## src/rtl/tets_pkg.sv

```systemverilog
`timescale 1ns / 1ps

package tets_pkg;

    // Field widths of the result beat
    localparam int RUN_W   = 16;
    localparam int TOTAL_W = 32;

    // Character codes handled specially
    localparam logic [7:0] CHAR_TAB   = 8'h09;
    localparam logic [7:0] CHAR_NL    = 8'h0A;
    localparam logic [7:0] CHAR_SPACE = 8'h20;

    typedef logic [7:0] t_byte;

    // One result beat
    typedef struct packed {
        logic [RUN_W-1:0]   space_run;
        t_byte              out_byte;
        logic               byte_valid;
        logic               end_of_blob;
        logic [TOTAL_W-1:0] total_length;
        logic               overflow;
    } t_out_beat;

endpackage

```

## src/rtl/tets_if.sv

```systemverilog
`timescale 1ns / 1ps

// Input channel: one raw text byte per beat
interface tets_in_if;
    logic               valid;
    logic               ready;
    tets_pkg::t_byte    in_byte;
    logic               last_byte;

    modport source (output valid, output in_byte, output last_byte, input ready);
    modport sink   (input valid, input in_byte, input last_byte, output ready);
endinterface

// Output channel: held spaces plus at most one byte per beat
interface tets_out_if;
    logic                           valid;
    logic                           ready;
    logic [tets_pkg::RUN_W-1:0]     space_run;
    tets_pkg::t_byte                out_byte;
    logic                           byte_valid;
    logic                           end_of_blob;
    logic [tets_pkg::TOTAL_W-1:0]   total_length;
    logic                           overflow;

    modport source (output valid, output space_run, output out_byte, output byte_valid,
                    output end_of_blob, output total_length, output overflow,
                    input ready);
    modport sink   (input valid, input space_run, input out_byte, input byte_valid,
                    input end_of_blob, input total_length, input overflow,
                    output ready);
endinterface

```

## src/rtl/tab_expand_trailing_space_strip.sv

```systemverilog
`timescale 1ns / 1ps

// Whitespace cleaner for a text byte stream. Each input beat carries one byte;
// spaces and tabs (expanded to the next TAB_STOP column) are only counted and
// produce no beat, any other byte produces one beat carrying the held space
// count followed by that byte, and a newline drops the held spaces. The last
// byte of a blob always produces a beat with end_of_blob set and the blob's
// cleaned length; the block then returns to its reset state for the next blob.
// The held count saturates at min(2^HELD_SPACE_BITS-1, 65535) and sets overflow.
// Throughput is one byte per clock while the skid register is empty: the state
// update is a single small add and compare, and a two-entry output stage (result
// register plus skid register) keeps input ready independent of the current
// output ready. A result beat is registered in the result or skid register.
module tab_expand_trailing_space_strip #(
    parameter int TAB_STOP        = 4,
    parameter int HELD_SPACE_BITS = 16
) (
    input  logic                i_clk,
    input  logic                i_rst_n,
    tets_in_if.sink             i_in,
    tets_out_if.source          o_out
);
    import tets_pkg::*;

    localparam int HW = (HELD_SPACE_BITS > RUN_W) ? RUN_W : HELD_SPACE_BITS;
    localparam int CW = $clog2(TAB_STOP);
    localparam int NW = $clog2(TAB_STOP + 1);
    localparam int SW = ((HW > NW) ? HW : NW) + 1;
    localparam logic [SW-1:0] HeldLim  = SW'((33'd1 << HW) - 33'd1);
    localparam logic [CW-1:0] PhaseTop = CW'(TAB_STOP - 1);

    // State
    logic [CW-1:0]      r_phase, n_phase;
    logic [HW-1:0]      r_held, n_held;
    logic [TOTAL_W-1:0] r_total, n_total;
    logic               r_sat, n_sat;

    // Output stage
    logic      r_main_valid, r_skid_valid;
    t_out_beat r_main, r_skid;

    logic               accept, emit, take;
    logic [CW-1:0]      phase_adv;
    logic [NW-1:0]      add_n;
    logic               do_add;
    logic [SW-1:0]      held_sum;
    logic [HW-1:0]      held_added;
    logic               sat_now;
    logic [RUN_W-1:0]   run;
    logic               valid_b;
    t_out_beat          beat;

    assign accept = i_in.valid && i_in.ready;
    assign take   = r_main_valid && o_out.ready;

    assign phase_adv = (r_phase == PhaseTop) ? '0 : r_phase + CW'(1);

    // Spaces added by this byte: one for a space, up to the next stop for a tab
    assign do_add = (i_in.in_byte == CHAR_SPACE) || (i_in.in_byte == CHAR_TAB);
    assign add_n  = (i_in.in_byte == CHAR_TAB) ? (NW'(TAB_STOP) - NW'(r_phase)) : NW'(1);

    // Held space accumulation with saturation
    assign held_sum   = SW'(r_held) + SW'(add_n);
    assign sat_now    = do_add && (held_sum > HeldLim);
    assign held_added = sat_now ? HW'(HeldLim) : held_sum[HW-1:0];

    // Byte classification and next state
    always_comb begin
        n_phase = r_phase;
        n_held  = r_held;
        n_sat   = r_sat;
        emit    = 1'b0;
        run     = '0;
        valid_b = 1'b0;
        case (i_in.in_byte)
            CHAR_SPACE: begin
                n_held  = held_added;
                n_sat   = r_sat | sat_now;
                n_phase = phase_adv;
            end
            CHAR_TAB: begin
                n_held  = held_added;
                n_sat   = r_sat | sat_now;
                n_phase = '0;
            end
            CHAR_NL: begin
                n_held  = '0;
                n_phase = '0;
                emit    = 1'b1;
                valid_b = 1'b1;
            end
            default: begin
                emit    = 1'b1;
                run     = RUN_W'(r_held);
                valid_b = 1'b1;
                n_held  = '0;
                n_phase = phase_adv;
            end
        endcase
        // Final flush of held spaces
        if (i_in.last_byte && !emit) begin
            emit   = 1'b1;
            run    = RUN_W'(n_held);
            n_held = '0;
        end
        n_total = emit ? (r_total + TOTAL_W'(run) + TOTAL_W'(valid_b)) : r_total;

        beat.space_run    = run;
        beat.out_byte     = valid_b ? i_in.in_byte : '0;
        beat.byte_valid   = valid_b;
        beat.end_of_blob  = i_in.last_byte;
        beat.total_length = i_in.last_byte ? n_total : '0;
        beat.overflow     = n_sat;
    end

    // State registers; cleared after the last byte of a blob
    always_ff @(posedge i_clk) begin
        if (!i_rst_n) begin
            r_phase <= '0;
            r_held  <= '0;
            r_total <= '0;
            r_sat   <= 1'b0;
        end else if (accept) begin
            if (i_in.last_byte) begin
                r_phase <= '0;
                r_held  <= '0;
                r_total <= '0;
                r_sat   <= 1'b0;
            end else begin
                r_phase <= n_phase;
                r_held  <= n_held;
                r_total <= n_total;
                r_sat   <= n_sat;
            end
        end
    end

    // Result register with skid stage
    always_ff @(posedge i_clk) begin
        if (!i_rst_n) begin
            r_main_valid <= 1'b0;
            r_skid_valid <= 1'b0;
        end else begin
            if (take) begin
                if (r_skid_valid) begin
                    r_main       <= r_skid;
                    r_skid_valid <= 1'b0;
                end else if (accept && emit) begin
                    r_main <= beat;
                end else begin
                    r_main_valid <= 1'b0;
                end
            end else if (accept && emit) begin
                if (!r_main_valid) begin
                    r_main       <= beat;
                    r_main_valid <= 1'b1;
                end else begin
                    r_skid       <= beat;
                    r_skid_valid <= 1'b1;
                end
            end
        end
    end

    assign i_in.ready         = !r_skid_valid;
    assign o_out.valid        = r_main_valid;
    assign o_out.space_run    = r_main.space_run;
    assign o_out.out_byte     = r_main.out_byte;
    assign o_out.byte_valid   = r_main.byte_valid;
    assign o_out.end_of_blob  = r_main.end_of_blob;
    assign o_out.total_length = r_main.total_length;
    assign o_out.overflow     = r_main.overflow;

endmodule
```

## src/flat_wrapper.sv

```systemverilog
// flat-port wrapper written by rule: the top's interface ports become plain ports
module tab_expand_trailing_space_strip_flat import tets_pkg::*;
#(
    parameter int TAB_STOP        = 4,
    parameter int HELD_SPACE_BITS = 16
)
  (i_clk, i_rst_n, i_in_valid, i_in_in_byte, i_in_last_byte, i_in_ready, o_out_valid, o_out_space_run, o_out_out_byte, o_out_byte_valid, o_out_end_of_blob, o_out_total_length, o_out_overflow, o_out_ready);
  tets_in_if i_in_i ();
  tets_out_if o_out_i ();
  input  logic i_clk;
  input  logic i_rst_n;
  input wire logic [$bits(i_in_i.valid)-1:0] i_in_valid;
  input wire logic [$bits(i_in_i.in_byte)-1:0] i_in_in_byte;
  input wire logic [$bits(i_in_i.last_byte)-1:0] i_in_last_byte;
  output wire logic [$bits(i_in_i.ready)-1:0] i_in_ready;
  output wire logic [$bits(o_out_i.valid)-1:0] o_out_valid;
  output wire logic [$bits(o_out_i.space_run)-1:0] o_out_space_run;
  output wire logic [$bits(o_out_i.out_byte)-1:0] o_out_out_byte;
  output wire logic [$bits(o_out_i.byte_valid)-1:0] o_out_byte_valid;
  output wire logic [$bits(o_out_i.end_of_blob)-1:0] o_out_end_of_blob;
  output wire logic [$bits(o_out_i.total_length)-1:0] o_out_total_length;
  output wire logic [$bits(o_out_i.overflow)-1:0] o_out_overflow;
  input wire logic [$bits(o_out_i.ready)-1:0] o_out_ready;
  assign i_in_i.valid = i_in_valid;
  assign i_in_i.in_byte = i_in_in_byte;
  assign i_in_i.last_byte = i_in_last_byte;
  assign i_in_ready = i_in_i.ready;
  assign o_out_valid = o_out_i.valid;
  assign o_out_space_run = o_out_i.space_run;
  assign o_out_out_byte = o_out_i.out_byte;
  assign o_out_byte_valid = o_out_i.byte_valid;
  assign o_out_end_of_blob = o_out_i.end_of_blob;
  assign o_out_total_length = o_out_i.total_length;
  assign o_out_overflow = o_out_i.overflow;
  assign o_out_i.ready = o_out_ready;
  tab_expand_trailing_space_strip #(.TAB_STOP(TAB_STOP), .HELD_SPACE_BITS(HELD_SPACE_BITS)) u_core (.i_clk(i_clk), .i_rst_n(i_rst_n), .i_in(i_in_i), .o_out(o_out_i));
endmodule
```

## config.mk

```make
export PLATFORM = sky130hd
export DESIGN_NAME = tab_expand_trailing_space_strip_flat
export DESIGN_NICKNAME = d
export VERILOG_FILES = /design/src/rtl/tets_pkg.sv /design/src/rtl/tets_if.sv /design/src/rtl/tab_expand_trailing_space_strip.sv /design/src/flat_wrapper.sv
export SDC_FILE = /design/constraint.sdc
export NUM_CORES = 1
export LEC_CHECK = 0
export BUFFER_PORTS_ARGS = -buffer_cell sky130_fd_sc_hd__buf_4
export CORE_MARGIN = 2
export CORE_UTILIZATION = 35
export CTS_CLUSTER_SIZE = 25
export DETAILED_ROUTE_END_ITERATION = 16
export PLACE_DENSITY = 0.56
export SLEW_MARGIN = 0
export SYNTH_ARGS = -nofsm -noshare
export SYNTH_HDL_FRONTEND = slang
export SYNTH_SLANG_ARGS = --single-unit
```

## constraint.sdc

```tcl
create_clock -name i_clk -period 10.88 [get_ports i_clk]
set_clock_uncertainty 0.05 [all_clocks]
set_input_delay 2.176 -clock i_clk [delete_from_list [all_inputs] [get_ports i_clk]]
set_output_delay 2.176 -clock i_clk [all_outputs]
set_load 0.05 [all_outputs]
```

==> results of run 1 <==
## layout by cell type (no fill, tap or decap), drive strengths merged, types with 21 or more instances in the layout
master  netlist  layout
edfxtp      118     118
nand2        86      86
buf          11      86
nor2         61      61
dfxtp        53      53
a21oi        51      51
o21ai        51      51
and2         37      37
nand3        35      35
inv          30      30
mux2         26      26
clkbuf       45      21
## flip-flops by register name, summed over array words and instances (netlist names), 2 cells and up
| register | cells |
|---|---|
| u_core.r_skid | 59 |
| u_core.r_total | 32 |
| u_core.r_held | 16 |
| u_core.o_out.out_byte | 8 |
| u_core.o_out.space_run | 16 |
| u_core.o_out.total_length | 32 |
| u_core.r_phase | 2 |
## worst max-delay path by stage
stage                               start                             to  slack [ns]  depth (start not counted)
after floorplan           i_in_in_byte[5]               u_core.r_skid[0]        1.69                          6
after global placement    i_in_in_byte[4]  u_core.o_out.total_length[23]        2.23                         20
after detailed placement  i_in_in_byte[4]  u_core.o_out.total_length[23]        2.11                         20
after CTS                 i_in_in_byte[4]  u_core.o_out.total_length[23]        2.53                         20
after global routing      i_in_in_byte[4]             u_core.r_total[27]        2.12                         21
final                     i_in_in_byte[4]  u_core.o_out.total_length[23]        2.48                         20
## layout make-up
class | count | share of cell area, %
Clock inverter | 10 | 1.02
Timing Repair Buffer | 86 | 6.32
Clock buffer | 21 | 4.31
Inverter | 30 | 1.10
Multi-Input combinational cell | 605 | 38.1
Sequential cell | 171 | 45.1
Tap cell | 330 | 4.04
## metrics by stage
| step | worst slack [ns] | power [uW] |
|---|---|---|
| floorplan | 1.69 | 797 |
| global placement | 2.23 | 833 |
| detailed placement | 2.11 | 834 |
| CTS | 2.53 | 1410 |
| global route | 2.12 | 1450 |
| finish | 2.48 | 1400 |
## routing by layer
metal | up-vias | GRT usage (%) | wire [um]
li1 | 3290 | - | -
met1 | 3184 | 24.1 | 10600
met2 | 184 | 25.3 | 9730
met3 | 32 | 3.36 | 1130
met4 | 0 | 6.15 | 473
met5 | - | 0 | 0
## worst max-delay path, stage by stage
cell	delay, ns
buf_4	0.13
or4_1	0.58
nor3_1	0.20
buf_4	0.17
nand2_1	0.10
fa_1	0.42
nand2b_1	0.21
a2111oi_1	0.69
nand2_1	0.20
nor2_2	0.55
a31oi_1	0.12
o22ai_1	0.39
ha_1	0.38
a21o_1	0.21
a31o_2	0.23
o21ai_1	0.38
a311oi_4	0.24
o2111ai_2	0.72
xnor2_1	0.16
a31o_2	0.26
## cells by family after synthesis
kind of cell	Yosys count	share of synthesized area, %
flops	171	52.2
buf+inv	86	3.89
fa+ha+maj	23	3.52
simple gates	304	17.0
mux	30	3.77
compound gates	226	17.5
xor+xnor	22	2.18
## power by group
| part | switching [uW] | total (uW) | internal [uW] |
|---|---|---|---|
| registers | 4.72 | 711 | 706 |
| logic | 81.0 | 107 | 26.4 |
| clock network | 248 | 582 | 334 |
| total | 334 | 1400 | 1070 |
==> impl_metrics.env, run 1 <==
export IMPL_status="finished, final reports clean"
export IMPL_fin_crit_sh_pct=77.2
export IMPL_final_nets=947
export IMPL_period_needed_ns=8.40
export IMPL_io_pins=74
export IMPL_critical_path_arrival_ns=8.53
export IMPL_fillers=2432
export IMPL_clockRootBuffer="clkbuf_16"
export IMPL_reg2reg_to="u_core.o_out.total_length[23]"
export IMPL_io_buffers=73
export IMPL_setup_viol=0
export IMPL_antenna_cells=0
export IMPL_tightest_slew_ns=1.10
export IMPL_placed_cell_area_sq_um=9670
export IMPL_yosysMostFrequentCell="edfxtp_1"
export IMPL_crit_type="in -> reg"
export IMPL_cp_max_fo=21
export IMPL_max_freq_mhz=119
export IMPL_hp_class="reg -> reg"
export IMPL_synthFlopType="edfxtp_1"
export IMPL_syn_nets=898
export IMPL_critPathCaptureType="flip-flop"
export IMPL_hold_buffers=0
export IMPL_antenna_found_initial=0
export IMPL_synthCells=862
export IMPL_grt_usage_pct=16.9
export IMPL_max_cap_violations=0
export IMPL_synth_edf_count=118
export IMPL_ff_latch_area_sq_um=4600
export IMPL_final_cells=1253
export IMPL_die_area_sq_um=26500
export IMPL_cts_setup_buffers=0
export IMPL_avgSynthCellArea_sq_um=10.2
export IMPL_drive_above_1_share_pct=17.4
export IMPL_synth_cell_types=68
export IMPL_final_util_pct=40.9
export IMPL_max_slew_margin_pct=26.5
export IMPL_r2r_worst_path_cells=18
export IMPL_grt_max_degree=60
export IMPL_hold_viol=0
export IMPL_ir_drop_v=0.000112
export IMPL_initial_utilization_pct=35.3
export IMPL_yosys_top_cells_count="118 x edfxtp_1, 86 x nand2_1, 60 x nor2_1, 53 x dfxtp_1, 50 x a21oi_1"
export IMPL_dr_pass1_iters=7
export IMPL_rows=58
export IMPL_fin_setup_tns_ns=0
export IMPL_dieHeight_um=163
export IMPL_synth_async_sr_flop_share_pct=0
export IMPL_multi_input_area_sq_um=3900
export IMPL_clock_path_buffers=2
export IMPL_grt_pass1_wl_um=34900
export IMPL_clk_pin_slew_ns=0.06
export IMPL_synth_area_sq_um=8820
export IMPL_htree_levels=4
export IMPL_holdPathStages=2
export IMPL_clk_latency_ns=0.43
export IMPL_stdcell_area_sq_um=10200
export IMPL_yosys_warnings=0
export IMPL_grt_pass1_vias=6302
export IMPL_core_area_sq_um=25000
export IMPL_clock_sinks=171
export IMPL_synth_area_leaders="edfxtp_1 40%, dfxtp_1 12%, nand2_1 3.7%"
export IMPL_ctsResizeCount=0
export IMPL_ys_ff_latch=171
export IMPL_die_width_um=163
export IMPL_crit_required_ns=11.01
export IMPL_min_to="u_core.r_sat"
export IMPL_postRouteAntennaNets=0
export IMPL_rsz0062_at_grt="no"
export IMPL_p_per_area_nw_per_um2=137
export IMPL_r2r_setup_slack_ns=4.58
export IMPL_cts_buffers=17
export IMPL_dp_cells=1222
export IMPL_synth_top_area_share_pct=40.2
export IMPL_gp_congestion=0.873
export IMPL_via_per_inst=5.34
export IMPL_synth_seq_area_share_pct=52.2
export IMPL_area_delta_synth_final_pct=15.8
export IMPL_hpwl_um=14100
export IMPL_leakagePower_uw=0.00382
export IMPL_drt_iter0_markers=590
export IMPL_grt_remaining_overflow=0
export IMPL_tritoncts="done"
export IMPL_yosysTopAreaCell="edfxtp_1"
export IMPL_wl_um=22000
export IMPL_num_vias=6690
export IMPL_hold_slack_ns=0.421
export IMPL_slew_viol_final=0
export IMPL_startpoint_type="primary input"
export IMPL_drc_errors=0
export IMPL_worstHoldStart="u_core.r_sat"
export IMPL_rr_startpoint="u_core.r_phase[0]"
export IMPL_avgRoutedWirePerCell_um=17.5
(Power assumes the default switching activity.)
==> inputs of run 2 (changes only) <==
- PLACE_DENSITY: 0.56 -> 0.58
- clock period: 10.88 -> 6.95 ns (I/O delays scaled with it)
==> run 2 against run 1 <==
Effect of this change: clock power grew 77%; global-route usage grew 0.56 points; highest routed layer unchanged; critical endpoint is now u_core.o_out.total_length[29]; non-clock buffer count grew 25; critical path depth grew 1; final cell count grew 2.1%; combinational power grew 60%; count of clock-buffer cells in the layout shrank 2; routed wire length grew 5.3%; total power grew 65%; register-to-register slack lost 2.8 ns.
==> impl_metrics.env, run 2 (synthesis results as in run 1) <==
export IMPL_tritoncts="done"
export IMPL_wl_met3_um=1120
export IMPL_layout_commonest_cell="edfxtp_1"
export IMPL_num_vias=6927
export IMPL_fin_crit_sh_pct=93.2
export IMPL_grt_pass1_wl_um=35800
export IMPL_rows=58
export IMPL_clockRootBuffer="clkbuf_16"
export IMPL_hold_viol=0
export IMPL_largest_register_ffs=59
export IMPL_cp_max_fo=15
export IMPL_critical_path_arrival_ns=6.62
export IMPL_grt_usage_pct=17.4
export IMPL_fillers=2420
export IMPL_ir_drop_v=0.000162
export IMPL_hp_class="reg -> reg"
export IMPL_hpwl_um=14900
export IMPL_final_nets=972
export IMPL_clk_pin_slew_ns=0.07
export IMPL_highest_layer="met4"
export IMPL_core_area_sq_um=25000
export IMPL_hold_buffers=0
export IMPL_max_freq_mhz=154
export IMPL_wl_um=23100
export IMPL_clk_latency_ns=0.43
export IMPL_max_slew_margin_pct=23.8
export IMPL_die_area_sq_um=26500
export IMPL_dr_pass1_iters=5
export IMPL_dieHeight_um=163
export IMPL_regMostFlops="u_core.r_skid"
export IMPL_cts_buffers=17
export IMPL_drc_errors=0
export IMPL_stdcell_area_sq_um=10500
export IMPL_slew_viol_final=0
export IMPL_final_cells=1279
export IMPL_drt_iter0_markers=592
export IMPL_postRouteAntennaNets=0
export IMPL_crit_type="in -> reg"
export IMPL_status="finished, final reports clean"
export IMPL_grt_max_degree=60
export IMPL_wl_met1_um=11400
export IMPL_die_width_um=163
export IMPL_critPathCaptureType="flip-flop"
export IMPL_antenna_cells=0
export IMPL_leakagePower_uw=0.00399
export IMPL_grt_pass1_vias=6436
export IMPL_rsz0062_at_grt="no"
export IMPL_setup_viol=0
export IMPL_via_per_inst=5.42
export IMPL_antenna_found_initial=0
export IMPL_dp_cells=1247
export IMPL_max_cap_violations=0
export IMPL_clock_sinks=171
export IMPL_clock_path_buffers=2
export IMPL_crit_required_ns=7.09
export IMPL_placed_cell_area_sq_um=9880
export IMPL_tightest_slew_ns=1.14
export IMPL_drive_above_1_share_pct=20.0
export IMPL_htree_levels=4
export IMPL_grt_remaining_overflow=0
export IMPL_p_per_area_nw_per_um2=220
export IMPL_initial_utilization_pct=35.3
export IMPL_area_delta_synth_final_pct=19.1
export IMPL_io_buffers=73
export IMPL_period_needed_ns=6.48
export IMPL_io_pins=74
export IMPL_startpoint_type="primary input"
export IMPL_final_cell_mix="118 x edfxtp_1, 110 x buf_4, 86 x nand2_1"
export IMPL_avgRoutedWirePerCell_um=18.1
export IMPL_gp_congestion=0.858
export IMPL_wl_met2_um=10200
## run 2: cell types whose count changed in the layout (fill, tap and decap cells not counted), sizes merged
cell	previous run	this run
inv	30	33
clkbuf	21	19
buf	86	111
clkinvlp	1	3
clkinv	7	3
bufinv	2	4
## run 2: cell type report
class                           instances  area [sq um]  area share [%]
Clock buffer                           19           433            4.12
Clock inverter                         13           190            1.81
Inverter                               30           113            1.07
Multi-Input combinational cell        605          3910            37.2
Sequential cell                       171          4600            43.8
Tap cell                              330           413            3.93
Timing Repair Buffer                  111           846            8.05
## run 2: through the flow
stage                     hold WS (ns)  TNS, ns  util, %  power [uW]  setup slack, ns
after floorplan                  0.378        0        -        1250            0.146
after global placement           0.398        0     39.6        1310           0.0540
after detailed placement         0.404   -0.345     39.6        1310          -0.0845
after CTS                        0.421        0     42.1        2330            0.358
after global routing             0.440        0     42.1        2370            0.144
final                            0.419        0     42.1        2310            0.472
## run 2: path summary, 6_finish.rpt
check	cells past startpoint	to	slack (ns)	startpoint
max	21	u_core.o_out.total_length[29]	0.47	i_in_in_byte[4]
min	2	u_core.r_total[7]	0.42	u_core.r_total[7]
max reg2reg	20	u_core.o_out.total_length[29]	1.82	u_core.r_phase[0]
min reg2reg	2	u_core.r_total[7]	0.42	u_core.r_total[7]
## run 2: repair_timing
action                                  CTS  global route
gates resized for setup                   0             1
endpoints found under the setup margin    0             4
setup buffers                             0             0
## run 2: report_power, final
part	internal, uW	switching, uW	total [uW]
clock network	606	420	1030
registers	1100	8.38	1110
logic	41.7	129	171
total	1750	557	2310
## run 2: per-layer routing
layer,global-route usage (%),vias up
met5,0,-
met2,26.0,197
met1,25.5,3370
met3,3.26,22
li1,-,3338
met4,5.59,0
## run 2: worst max-delay path, stage by stage
cell,delay (ns)
buf_4,0.12
or4_1,0.60
nor3_1,0.33
nand2_1,0.14
fa_1,0.41
nand2b_1,0.20
a2111oi_2,0.44
nand2_1,0.15
nor2_2,0.15
buf_4,0.22
a31oi_1,0.08
o22ai_1,0.22
ha_1,0.34
a21o_1,0.22
a31o_2,0.24
o21ai_1,0.30
a311oi_4,0.17
buf_4,0.18
o2111ai_1,0.32
xnor2_1,0.14
a31o_2,0.24
